### src/sv/efrx_pkg.sv
// ----------------------------------------------------------------------------
// efrx_pkg
// Shared types and constants for the escaped frame receiver.
// ----------------------------------------------------------------------------
`default_nettype none

package efrx_pkg;

  // Frame buffer capacity in bytes.
  localparam int FRAME_BYTES = 256;
  localparam int IDX_W       = $clog2(FRAME_BYTES);
  localparam int CNT_W       = $clog2(FRAME_BYTES + 1);
  localparam int LEN_W       = 9;

  localparam logic [7:0] HEAD_BYTE = 8'hFF;
  localparam logic [7:0] TAIL_BYTE = 8'hFE;
  localparam logic [7:0] ESC_BYTE  = 8'hFD;
  localparam logic [7:0] ESC_MIN   = 8'h7D;
  localparam logic [7:0] ESC_ADD   = 8'h80;

  typedef enum logic {
    OP_PUSH = 1'b0,
    OP_READ = 1'b1
  } opcode_t;

  typedef enum logic {
    KIND_STATUS = 1'b0,
    KIND_READ   = 1'b1
  } kind_t;

  // Result fields other than the read data, which comes from the buffer port.
  typedef struct packed {
    kind_t            result_kind;
    logic             frame_valid;
    logic [7:0]       command_code;
    logic [7:0]       sub_code;
    logic [LEN_W-1:0] frame_length;
    logic             overflowed;
  } status_t;

endpackage

`default_nettype wire

### src/sv/efrx_ifs.sv
// ----------------------------------------------------------------------------
// efrx channel interfaces
// Valid/ready channels for input items and result items.
// ----------------------------------------------------------------------------
`default_nettype none

interface efrx_in_if;
  logic       valid;
  logic       ready;
  logic       opcode;
  logic [7:0] rx_byte;
  logic [7:0] read_index;

  modport source (output valid, output opcode, output rx_byte, output read_index,
                  input ready);
  modport sink   (input valid, input opcode, input rx_byte, input read_index,
                  output ready);
endinterface

interface efrx_out_if;
  logic                      valid;
  logic                      ready;
  logic                      result_kind;
  logic                      frame_valid;
  logic [7:0]                command_code;
  logic [7:0]                sub_code;
  logic [efrx_pkg::LEN_W-1:0] frame_length;
  logic                      overflowed;
  logic [7:0]                read_data;

  modport source (output valid, output result_kind, output frame_valid,
                  output command_code, output sub_code, output frame_length,
                  output overflowed, output read_data, input ready);
  modport sink   (input valid, input result_kind, input frame_valid,
                  input command_code, input sub_code, input frame_length,
                  input overflowed, input read_data, output ready);
endinterface

`default_nettype wire

### src/sv/escaped_frame_receiver_xor_check.sv
// ----------------------------------------------------------------------------
// escaped_frame_receiver_xor_check
// Frame buffer for a 0xFF/0xFE framed byte stream with escape and XOR check.
// ----------------------------------------------------------------------------
// Use:
//   in_chan carries one item per handshake: opcode 0 pushes rx_byte into the
//   frame being received, opcode 1 reads the buffer at read_index.
//   out_chan returns one item for every read and for every tail byte (frame
//   status: validity, bytes 3 and 4, length, overflow). Other pushes give none.
// Timing:
//   One item per cycle sustained while out_chan is not stalled. The middle
//   stage and buffer read data are registered at acceptance; out_chan.valid
//   rises when the output register takes over the middle stage's result.
//   Frame state (count, running XOR, last byte, overflow) sits in flip-flops
//   and is updated in the cycle of acceptance, so pushes never wait on
//   one another; the buffer itself is a single-write, single-read memory.
// Reset:
//   Clears count, XOR, last byte, overflow and the pipeline valids. The buffer
//   is not cleared; reading an entry never written returns arbitrary data.
// Stall:
//   While out_chan is stalled one further result item waits in the middle
//   stage; pushes that give no result are still taken until that stage
//   holds an item, then in_chan.ready drops.
// ----------------------------------------------------------------------------
`default_nettype none

module escaped_frame_receiver_xor_check (
  input  wire          clk,
  input  wire          rst_n,
  efrx_in_if.sink      in_chan,
  efrx_out_if.source   out_chan
);

  localparam int IDX_W = efrx_pkg::IDX_W;
  localparam int CNT_W = efrx_pkg::CNT_W;

  // Frame buffer
  logic [7:0] frame_mem [efrx_pkg::FRAME_BYTES];

  // Frame state
  logic [CNT_W-1:0] cnt_r, cnt_nxt;
  logic [7:0]       xor_r, xor_nxt;
  logic [7:0]       last_r, last_nxt;
  logic             ovf_r, ovf_nxt;
  logic [7:0]       cmd_r, cmd_nxt;   // shadow of buffer byte 3
  logic [7:0]       sub_r, sub_nxt;   // shadow of buffer byte 4

  // Middle stage (result formed, read data being fetched)
  logic               s1_valid_r;
  efrx_pkg::status_t  s1_stat_r;
  logic               s1_rd_ok_r;
  logic [7:0]         rd_r;

  // Output stage
  logic               out_valid_r;
  efrx_pkg::status_t  out_stat_r;
  logic [7:0]         out_rd_r;

  logic in_acc, s1_move;

  // Working values for an accepted push
  logic             is_head, is_tail, is_esc, full;
  logic [CNT_W-1:0] cnt0, len;
  logic [7:0]       xor0, last0, cmd_eff, sub_eff;
  logic             ovf0;
  logic             wr_en;
  logic [IDX_W-1:0] wr_idx;
  logic [7:0]       wr_data;
  logic             rd_ok;
  logic             push, has_result;
  efrx_pkg::status_t stat;

  assign s1_move        = s1_valid_r && (!out_valid_r || out_chan.ready);
  assign in_chan.ready  = !s1_valid_r || s1_move;
  assign in_acc         = in_chan.valid && in_chan.ready;
  assign push           = (in_chan.opcode == efrx_pkg::OP_PUSH);

  assign rd_ok = ({1'b0, in_chan.read_index} < 9'(efrx_pkg::FRAME_BYTES));

  always_comb begin
    is_head = (in_chan.rx_byte == efrx_pkg::HEAD_BYTE);
    is_tail = (in_chan.rx_byte == efrx_pkg::TAIL_BYTE);

    // a head restarts the frame before the byte is stored at index 0
    cnt0  = is_head ? '0 : cnt_r;
    xor0  = is_head ? '0 : xor_r;
    last0 = is_head ? '0 : last_r;
    ovf0  = is_head ? 1'b0 : ovf_r;

    full   = (cnt0 >= CNT_W'(efrx_pkg::FRAME_BYTES));
    // escape only once two bytes are stored, so byte 0 is never altered
    is_esc = (in_chan.rx_byte == efrx_pkg::ESC_BYTE) && (cnt0 >= CNT_W'(2))
             && (last0 >= efrx_pkg::ESC_MIN);

    cnt_nxt  = cnt0;
    xor_nxt  = xor0;
    last_nxt = last0;
    ovf_nxt  = ovf0;
    wr_en    = 1'b0;
    wr_idx   = cnt0[IDX_W-1:0];
    wr_data  = in_chan.rx_byte;

    if (is_esc) begin
      wr_en    = 1'b1;
      wr_idx   = IDX_W'(cnt0 - CNT_W'(1));
      wr_data  = last0 + efrx_pkg::ESC_ADD;
      last_nxt = last0 + efrx_pkg::ESC_ADD;
      xor_nxt  = xor0 ^ efrx_pkg::ESC_ADD;
    end else if (is_tail) begin
      wr_en    = !full;
      cnt_nxt  = '0;
      xor_nxt  = '0;
      last_nxt = '0;
      ovf_nxt  = 1'b0;
    end else if (full) begin
      ovf_nxt = 1'b1;
    end else begin
      wr_en    = 1'b1;
      cnt_nxt  = cnt0 + CNT_W'(1);
      xor_nxt  = (cnt0 != '0) ? (xor0 ^ in_chan.rx_byte) : xor0;
      last_nxt = in_chan.rx_byte;
    end

    // bytes 3 and 4 as they stand after this write
    cmd_eff = (wr_en && wr_idx == IDX_W'(3)) ? wr_data : cmd_r;
    sub_eff = (wr_en && wr_idx == IDX_W'(4)) ? wr_data : sub_r;
    cmd_nxt = cmd_eff;
    sub_nxt = sub_eff;

    len = full ? CNT_W'(efrx_pkg::FRAME_BYTES) : (cnt0 + CNT_W'(1));

    stat              = '0;
    stat.result_kind  = efrx_pkg::KIND_STATUS;
    stat.frame_valid  = !full && (len >= CNT_W'(4)) && (xor0 == '0);
    stat.command_code = (len > CNT_W'(3)) ? cmd_eff : '0;
    stat.sub_code     = (len > CNT_W'(4)) ? sub_eff : '0;
    stat.frame_length = efrx_pkg::LEN_W'(len);
    stat.overflowed   = full || ovf0;
    if (!push) begin
      stat             = '0;
      stat.result_kind = efrx_pkg::KIND_READ;
    end

    has_result = !push || (is_tail && !is_esc);
  end

  // Frame state registers
  always_ff @(posedge clk) begin
    if (!rst_n) begin
      cnt_r  <= '0;
      xor_r  <= '0;
      last_r <= '0;
      ovf_r  <= 1'b0;
    end else if (in_acc && push) begin
      cnt_r  <= cnt_nxt;
      xor_r  <= xor_nxt;
      last_r <= last_nxt;
      ovf_r  <= ovf_nxt;
    end
  end

  always_ff @(posedge clk) begin
    if (in_acc && push) begin
      cmd_r <= cmd_nxt;
      sub_r <= sub_nxt;
    end
  end

  // Buffer: one write port, one registered read port
  always_ff @(posedge clk) begin
    if (in_acc && push && wr_en) begin
      frame_mem[wr_idx] <= wr_data;
    end
  end

  always_ff @(posedge clk) begin
    if (in_acc && !push && rd_ok) begin
      rd_r <= frame_mem[in_chan.read_index[IDX_W-1:0]];
    end
  end

  // Middle stage
  always_ff @(posedge clk) begin
    if (!rst_n) begin
      s1_valid_r <= 1'b0;
    end else if (in_acc) begin
      s1_valid_r <= has_result;
    end else if (s1_move) begin
      s1_valid_r <= 1'b0;
    end
  end

  always_ff @(posedge clk) begin
    if (in_acc) begin
      s1_stat_r  <= stat;
      s1_rd_ok_r <= rd_ok;
    end
  end

  // Output stage
  always_ff @(posedge clk) begin
    if (!rst_n) begin
      out_valid_r <= 1'b0;
    end else if (s1_move) begin
      out_valid_r <= 1'b1;
    end else if (out_chan.ready) begin
      out_valid_r <= 1'b0;
    end
  end

  always_ff @(posedge clk) begin
    if (s1_move) begin
      out_stat_r <= s1_stat_r;
      out_rd_r   <= (s1_stat_r.result_kind == efrx_pkg::KIND_READ && s1_rd_ok_r)
                    ? rd_r : '0;
    end
  end

  assign out_chan.valid        = out_valid_r;
  assign out_chan.result_kind  = out_stat_r.result_kind;
  assign out_chan.frame_valid  = out_stat_r.frame_valid;
  assign out_chan.command_code = out_stat_r.command_code;
  assign out_chan.sub_code     = out_stat_r.sub_code;
  assign out_chan.frame_length = out_stat_r.frame_length;
  assign out_chan.overflowed   = out_stat_r.overflowed;
  assign out_chan.read_data    = out_rd_r;

  // Checks

  // count never passes capacity
  a_cnt_bound: assert property (@(posedge clk) disable iff (!rst_n)
    cnt_r <= CNT_W'(efrx_pkg::FRAME_BYTES))
    else $error("byte count beyond capacity");

  // a tail always closes the frame
  a_tail_clears: assert property (@(posedge clk) disable iff (!rst_n)
    (in_acc && push && is_tail) |=> (cnt_r == '0 && xor_r == '0 && !ovf_r))
    else $error("frame state not cleared after tail");

  // read answers carry no status
  a_read_clean: assert property (@(posedge clk) disable iff (!rst_n)
    (out_valid_r && out_stat_r.result_kind == efrx_pkg::KIND_READ) |->
    (!out_stat_r.frame_valid && out_stat_r.frame_length == '0 &&
     !out_stat_r.overflowed))
    else $error("status fields set in read answer");

  // a held middle item blocks input while the output is stalled
  a_backpressure: assert property (@(posedge clk) disable iff (!rst_n)
    (s1_valid_r && out_valid_r && !out_chan.ready) |-> !in_chan.ready)
    else $error("input taken while pipeline full");

endmodule

`default_nettype wire
### src/flat_wrapper.sv
// flat-port wrapper written by rule: the top's interface ports become plain ports
module escaped_frame_receiver_xor_check_flat 
  (clk, rst_n, in_chan_valid, in_chan_opcode, in_chan_rx_byte, in_chan_read_index, in_chan_ready, out_chan_valid, out_chan_result_kind, out_chan_frame_valid, out_chan_command_code, out_chan_sub_code, out_chan_frame_length, out_chan_overflowed, out_chan_read_data, out_chan_ready);
  efrx_in_if in_chan_i ();
  efrx_out_if out_chan_i ();
  input  wire clk;
  input  wire rst_n;
  input wire logic [$bits(in_chan_i.valid)-1:0] in_chan_valid;
  input wire logic [$bits(in_chan_i.opcode)-1:0] in_chan_opcode;
  input wire logic [$bits(in_chan_i.rx_byte)-1:0] in_chan_rx_byte;
  input wire logic [$bits(in_chan_i.read_index)-1:0] in_chan_read_index;
  output wire logic [$bits(in_chan_i.ready)-1:0] in_chan_ready;
  output wire logic [$bits(out_chan_i.valid)-1:0] out_chan_valid;
  output wire logic [$bits(out_chan_i.result_kind)-1:0] out_chan_result_kind;
  output wire logic [$bits(out_chan_i.frame_valid)-1:0] out_chan_frame_valid;
  output wire logic [$bits(out_chan_i.command_code)-1:0] out_chan_command_code;
  output wire logic [$bits(out_chan_i.sub_code)-1:0] out_chan_sub_code;
  output wire logic [$bits(out_chan_i.frame_length)-1:0] out_chan_frame_length;
  output wire logic [$bits(out_chan_i.overflowed)-1:0] out_chan_overflowed;
  output wire logic [$bits(out_chan_i.read_data)-1:0] out_chan_read_data;
  input wire logic [$bits(out_chan_i.ready)-1:0] out_chan_ready;
  assign in_chan_i.valid = in_chan_valid;
  assign in_chan_i.opcode = in_chan_opcode;
  assign in_chan_i.rx_byte = in_chan_rx_byte;
  assign in_chan_i.read_index = in_chan_read_index;
  assign in_chan_ready = in_chan_i.ready;
  assign out_chan_valid = out_chan_i.valid;
  assign out_chan_result_kind = out_chan_i.result_kind;
  assign out_chan_frame_valid = out_chan_i.frame_valid;
  assign out_chan_command_code = out_chan_i.command_code;
  assign out_chan_sub_code = out_chan_i.sub_code;
  assign out_chan_frame_length = out_chan_i.frame_length;
  assign out_chan_overflowed = out_chan_i.overflowed;
  assign out_chan_read_data = out_chan_i.read_data;
  assign out_chan_i.ready = out_chan_ready;
  escaped_frame_receiver_xor_check u_core (.clk(clk), .rst_n(rst_n), .in_chan(in_chan_i), .out_chan(out_chan_i));
endmodule
### config.mk
export PLATFORM = sky130hd
export DESIGN_NAME = escaped_frame_receiver_xor_check_flat
export DESIGN_NICKNAME = d
export VERILOG_FILES = /design/src/sv/efrx_pkg.sv /design/src/sv/efrx_ifs.sv /design/src/sv/escaped_frame_receiver_xor_check.sv /design/src/flat_wrapper.sv
export SDC_FILE = /design/constraint.sdc
export NUM_CORES = 2
export LEC_CHECK = 0
export BUFFER_PORTS_ARGS = -buffer_cell sky130_fd_sc_hd__buf_2
export CORE_ASPECT_RATIO = 0.8
export CORE_MARGIN = 4
export CORE_UTILIZATION = 45
export CTS_CLUSTER_DIAMETER = 120
export CTS_CLUSTER_SIZE = 20
export DETAILED_ROUTE_END_ITERATION = 7
export PLACE_DENSITY = 0.71
export SKIP_LAST_GASP = 1
export SYNTH_ARGS = -nofsm -noshare
export SYNTH_HDL_FRONTEND = slang
export SYNTH_SLANG_ARGS = --single-unit
### constraint.sdc
create_clock -name clk -period 21.1 [get_ports clk]
set_input_delay 5.275 -clock clk [delete_from_list [all_inputs] [get_ports clk]]
set_output_delay 5.275 -clock clk [all_outputs]
set_load 0.02 [all_outputs]
==> out/summary.txt <==
LOGIC SYNTHESIS
----------------------------------------------------------------------------------
Syn Nets ............................................................         3918
Synth top cells by count ............................................ 2136 x sky130_fd_sc_hd__edfxtp_1, 608 x sky130_fd_sc_hd__mux4_2, 299 x sky130_fd_sc_hd__nor2_1, 116 x sky130_fd_sc_hd__clkbuf_1, 112 x sky130_fd_sc_hd__nand2_1
Cells taking the most area after synthesis .......................... sky130_fd_sc_hd__edfxtp_1 76%, sky130_fd_sc_hd__mux4_2 16%, sky130_fd_sc_hd__nor2_1 1.3%, sky130_fd_sc_hd__mux2i_1 0.69%, sky130_fd_sc_hd__dfxtp_1 0.66%
Flip-flop and latch count after synthesis ...........................         2164
Top cell type by total area after synthesis ......................... sky130_fd_sc_hd__edfxtp_1
Area share of the largest cell type after synthesis .................       76.01%
EDFF count, synth ...................................................         2136
Mapped cell area ....................................................   84390 um^2
Cell with the most instances after synthesis ........................ sky130_fd_sc_hd__edfxtp_1
Most frequently used flop master after synthesis .................... sky130_fd_sc_hd__edfxtp_1
Warning count from the yosys run ....................................            0
Async set-reset flop share out of synthesis .........................           0%
Distinct cells, synth ...............................................           72
Avg Cell Area, Syn ..................................................   21.68 um^2
Count of mapped cells out of synthesis ..............................         3892
Register area share after synthesis .................................       76.67%

SETUP PATH
----------------------------------------------------------------------------------
Maximum fanout along the worst path .................................            4
Worst setup path category ........................................... input port to output pin
Data required time of the worst path ................................     15.83 ns
Type of element capturing the critical path .........................   output pin
Signal arrival time at the worst endpoint ...........................      5.76 ns
Kind of launch point of the worst setup path ........................   input port

POWER AND IR DROP
----------------------------------------------------------------------------------
Flop pwr share ......................................................        63.7%
Share of total power consumed by net switching ......................       20.53%
Peak supply drop .................................................... 0.00006270 V
Clock group share of total power ....................................        31.3%
Total power draw ....................................................     7.430 mW
Comb pwr share ......................................................         5.1%
Net switching power .................................................     1.525 mW
Cell internal pwr ...................................................     5.905 mW
Leakage power summed over all cells .................................     26.99 nW
Pwr/cell area ....................................................... 81.98 nW/um^2

CLOCK TREE
----------------------------------------------------------------------------------
Clock-pin transition on the worst setup and hold timing paths .......      0.08 ns
CTS buffer count ....................................................          118
Number of clock sinks seen by CTS ...................................         2164
Clock root buffer master ............................................ sky130_fd_sc_hd__clkbuf_16
Insertion delay of the later-clocked pin in the worst-skew pair .....      0.78 ns
Hold_buf cts ........................................................            0
Total of cells resized after clock tree synthesis ...................            0
# Post-CTS Setup Buffers ............................................            0
H-tree Lvls .........................................................            3
CTS tree ............................................................          yes
Number of buffers between clock root and the deepest sink ...........            3

GLOBAL ROUTING
----------------------------------------------------------------------------------
Congestion Overflow GR ..............................................            0
Vias in the first global route ......................................        38698
All-Layer GR Usage ..................................................       19.07%
Largest net degree at the start of global routing ...................          229
Antenna violations before repair ....................................            3
Global-route wire length before repair ..............................    275100 um

TIMING
----------------------------------------------------------------------------------
Setup violators final ...............................................            0
Slew at the pin closest to its max-slew limit .......................     1.386 ns
Count of final hold-check violations ................................            0
Final count of pins violating max slew ..............................            0
Final worst clock skew ..............................................   0.05851 ns
Setup slack of the critical path after layout .......................     10.06 ns
Min Tclk post-route .................................................     11.04 ns
Setup TNS after final layout ........................................         0 ns
Final Cycle Share ...................................................       52.30%
Unrepaired setup endpoints after global routing .....................           no
Upper clock frequency limit .........................................    90.61 MHz
Slew margin rel. ....................................................       7.243%

DETAILED ROUTING
----------------------------------------------------------------------------------
Detail-routed via count per cell ....................................        6.112
Final routed DRC violation total ....................................            0
Initial DRT Pass Iterations .........................................            6
Vias ................................................................        39333
Drt initial violations ..............................................         5643
Routed wire per std cell ............................................     28.96 um
Antenna Nets Post-Route .............................................            0
Overall routed net length ...........................................    186300 um

PLACEMENT
----------------------------------------------------------------------------------
Pre-CTS setup slack .................................................     9.707 ns
RD Place Congestion .................................................       0.8601
Final HPWL DP .......................................................    110000 um
Number of input and output port buffers inserted ....................           58
Post-DP Area ........................................................   87440 um^2

CELLS AND AREA
----------------------------------------------------------------------------------
Area growth syn-to-layout ...........................................       7.394%
Share of final-layout standard cells stronger than drive strength 1 .       22.56%
Count of filler cells inserted in the layout ........................        14677
Final layout net count ..............................................         3927
Fraction of the core area covered by cells at the end of the flow ...       48.83%
Final Cell Area .....................................................   90630 um^2

FLOORPLAN
----------------------------------------------------------------------------------
Total Die Area ......................................................  194600 um^2
Initial core utilization ............................................       45.47%
Number of placed I/O pins ...........................................           59
Placeable core region ...............................................  185600 um^2
Die extent in x .....................................................     492.2 um
Site row count ......................................................          141
Die extent in y .....................................................     395.3 um

OUTCOME
----------------------------------------------------------------------------------
Run status ..........................................................    completed

RUN
----------------------------------------------------------------------------------
MaxCap Viol Count ...................................................            0

HOLD PATH
----------------------------------------------------------------------------------
Worst min-delay path class .......................................... register to register

[routing by layer]
metal,wire length (um),track usage (%),vias up
met2,84990,27.87,1876
met3,18670,4.344,232
met5,13,0,-
met1,78660,29.49,21042
li1,-,-,16181
met4,4014,4.175,2
[final cells by class]
cell class	count	area [um^2]	area share (%)
Sequential cell	2164	64700	71.39
Antenna cell	1	2.502	0.002761
Inverter	12	45.04	0.04970
Clock inverter	4	53.80	0.05937
Tap cell	2502	3131	3.454
Multi-Input combinational cell	1491	18760	20.70
Clock buffer	147	3126	3.449
Timing Repair Buffer	114	804.5	0.8877
[path summary, 6_finish.rpt]
kind         slack, ns                                         to                         startpoint  cells after the start
max reg2reg      15.13         u_core.frame_mem[194][2]$_DFFE_PP_       u_core.cnt_r[0]$_SDFFE_PN0P_                      9
min               0.41  u_core.out_chan.frame_length[6]$_DFFE_PP_  u_core.s1_stat_r[7]$_SDFFCE_PP0P_                      0
min reg2reg       0.41  u_core.out_chan.frame_length[6]$_DFFE_PP_  u_core.s1_stat_r[7]$_SDFFCE_PP0P_                      0
max              10.06                              in_chan_ready                     out_chan_ready                      3
[worst max-delay path, stage by stage]
cell,delay [ns]
sky130_fd_sc_hd__buf_2,0.10
sky130_fd_sc_hd__nand3b_1,0.19
sky130_fd_sc_hd__buf_2,0.19
[state kept, by name, indices dropped and copies added (netlist names)]
name,count
u_core.sub_r,8
u_core.cnt_r,9
u_core.out_chan.command_code,8
u_core.out_chan.frame_valid,1
u_core.xor_r,8
u_core.ovf_r,1
u_core.cmd_r,8
u_core.out_chan.valid,1
u_core.rd_r,8
u_core.out_chan.frame_length,9
u_core.frame_mem,2048
u_core.s1_stat_r,28
u_core.s1_valid_r,1
u_core.out_chan.overflowed,1
u_core.out_chan.result_kind,1
u_core.last_r,8
u_core.out_chan.read_data,8
u_core.out_chan.sub_code,8
[cells in the final DEF (no fill, tap or decap), types with 9 or more instances in the layout]
cell type                   Yosys  routed
sky130_fd_sc_hd__nor4_1        16      16
sky130_fd_sc_hd__o22ai_1       43      43
sky130_fd_sc_hd__dfxtp_1       28      28
sky130_fd_sc_hd__o21ai_0       25      25
sky130_fd_sc_hd__buf_4          4      53
sky130_fd_sc_hd__o22a_1        10      10
sky130_fd_sc_hd__mux4_2       608     608
sky130_fd_sc_hd__a22o_1        10      10
sky130_fd_sc_hd__nand2_1      112     102
sky130_fd_sc_hd__nand4_1       20      20
sky130_fd_sc_hd__clkbuf_16      0     121
sky130_fd_sc_hd__nand3_1       31      31
sky130_fd_sc_hd__or3_1         13      13
sky130_fd_sc_hd__a22oi_1       11      11
sky130_fd_sc_hd__nor2b_1       36      35
sky130_fd_sc_hd__and2_1        11      11
sky130_fd_sc_hd__mux2i_1       58      58
sky130_fd_sc_hd__a21oi_1       28      28
sky130_fd_sc_hd__buf_2         74      53
sky130_fd_sc_hd__nor3_1        17      16
sky130_fd_sc_hd__inv_1         12      12
sky130_fd_sc_hd__edfxtp_1    2136    2136
sky130_fd_sc_hd__a211oi_1      24      24
sky130_fd_sc_hd__or4_1         11      11
sky130_fd_sc_hd__clkbuf_1     116      26
sky130_fd_sc_hd__mux2_2         9       9
sky130_fd_sc_hd__nor2_1       299     299
[power by group through the flow]
| stage | registers (mW) | clock network, mW | logic (mW) |
|---|---|---|---|
| final | 4.73 | 2.32 | 0.376 |
| after global routing | 4.73 | 2.54 | 0.400 |
| after CTS | 4.73 | 2.36 | 0.379 |
| after detailed placement | 4.83 | 0 | 0.379 |
| after global placement | 4.83 | 0 | 0.372 |
| after floorplan | 4.85 | 0 | 0.245 |
[logic make-up (layout without fill, tap and decap cells)]
group	count (synthesis)	count (layout)	share of synthesized area (%)
multiplexers	677	677	17.06
buffers and inverters	237	277	1.191
flip-flops	2164	2164	76.67
other	0	1	0
XOR/XNOR	6	6	0.06227
adder cells (fa/ha/maj)	5	5	0.07414
AO/OA/AOI/OAI	199	199	1.613
AND/OR/NAND/NOR	604	604	3.324
[per-stage QoR]
step	cells	hold WS, ns
3_5_place_dp	6283	0.4045
4_1_cts	6434	0.4155
6_report	6435	0.4137
3_3_place_gp	6283	0.4047
5_1_grt	6434	0.4208
2_1_floorplan	3892	0.4003
(Power assumes the default switching activity.)
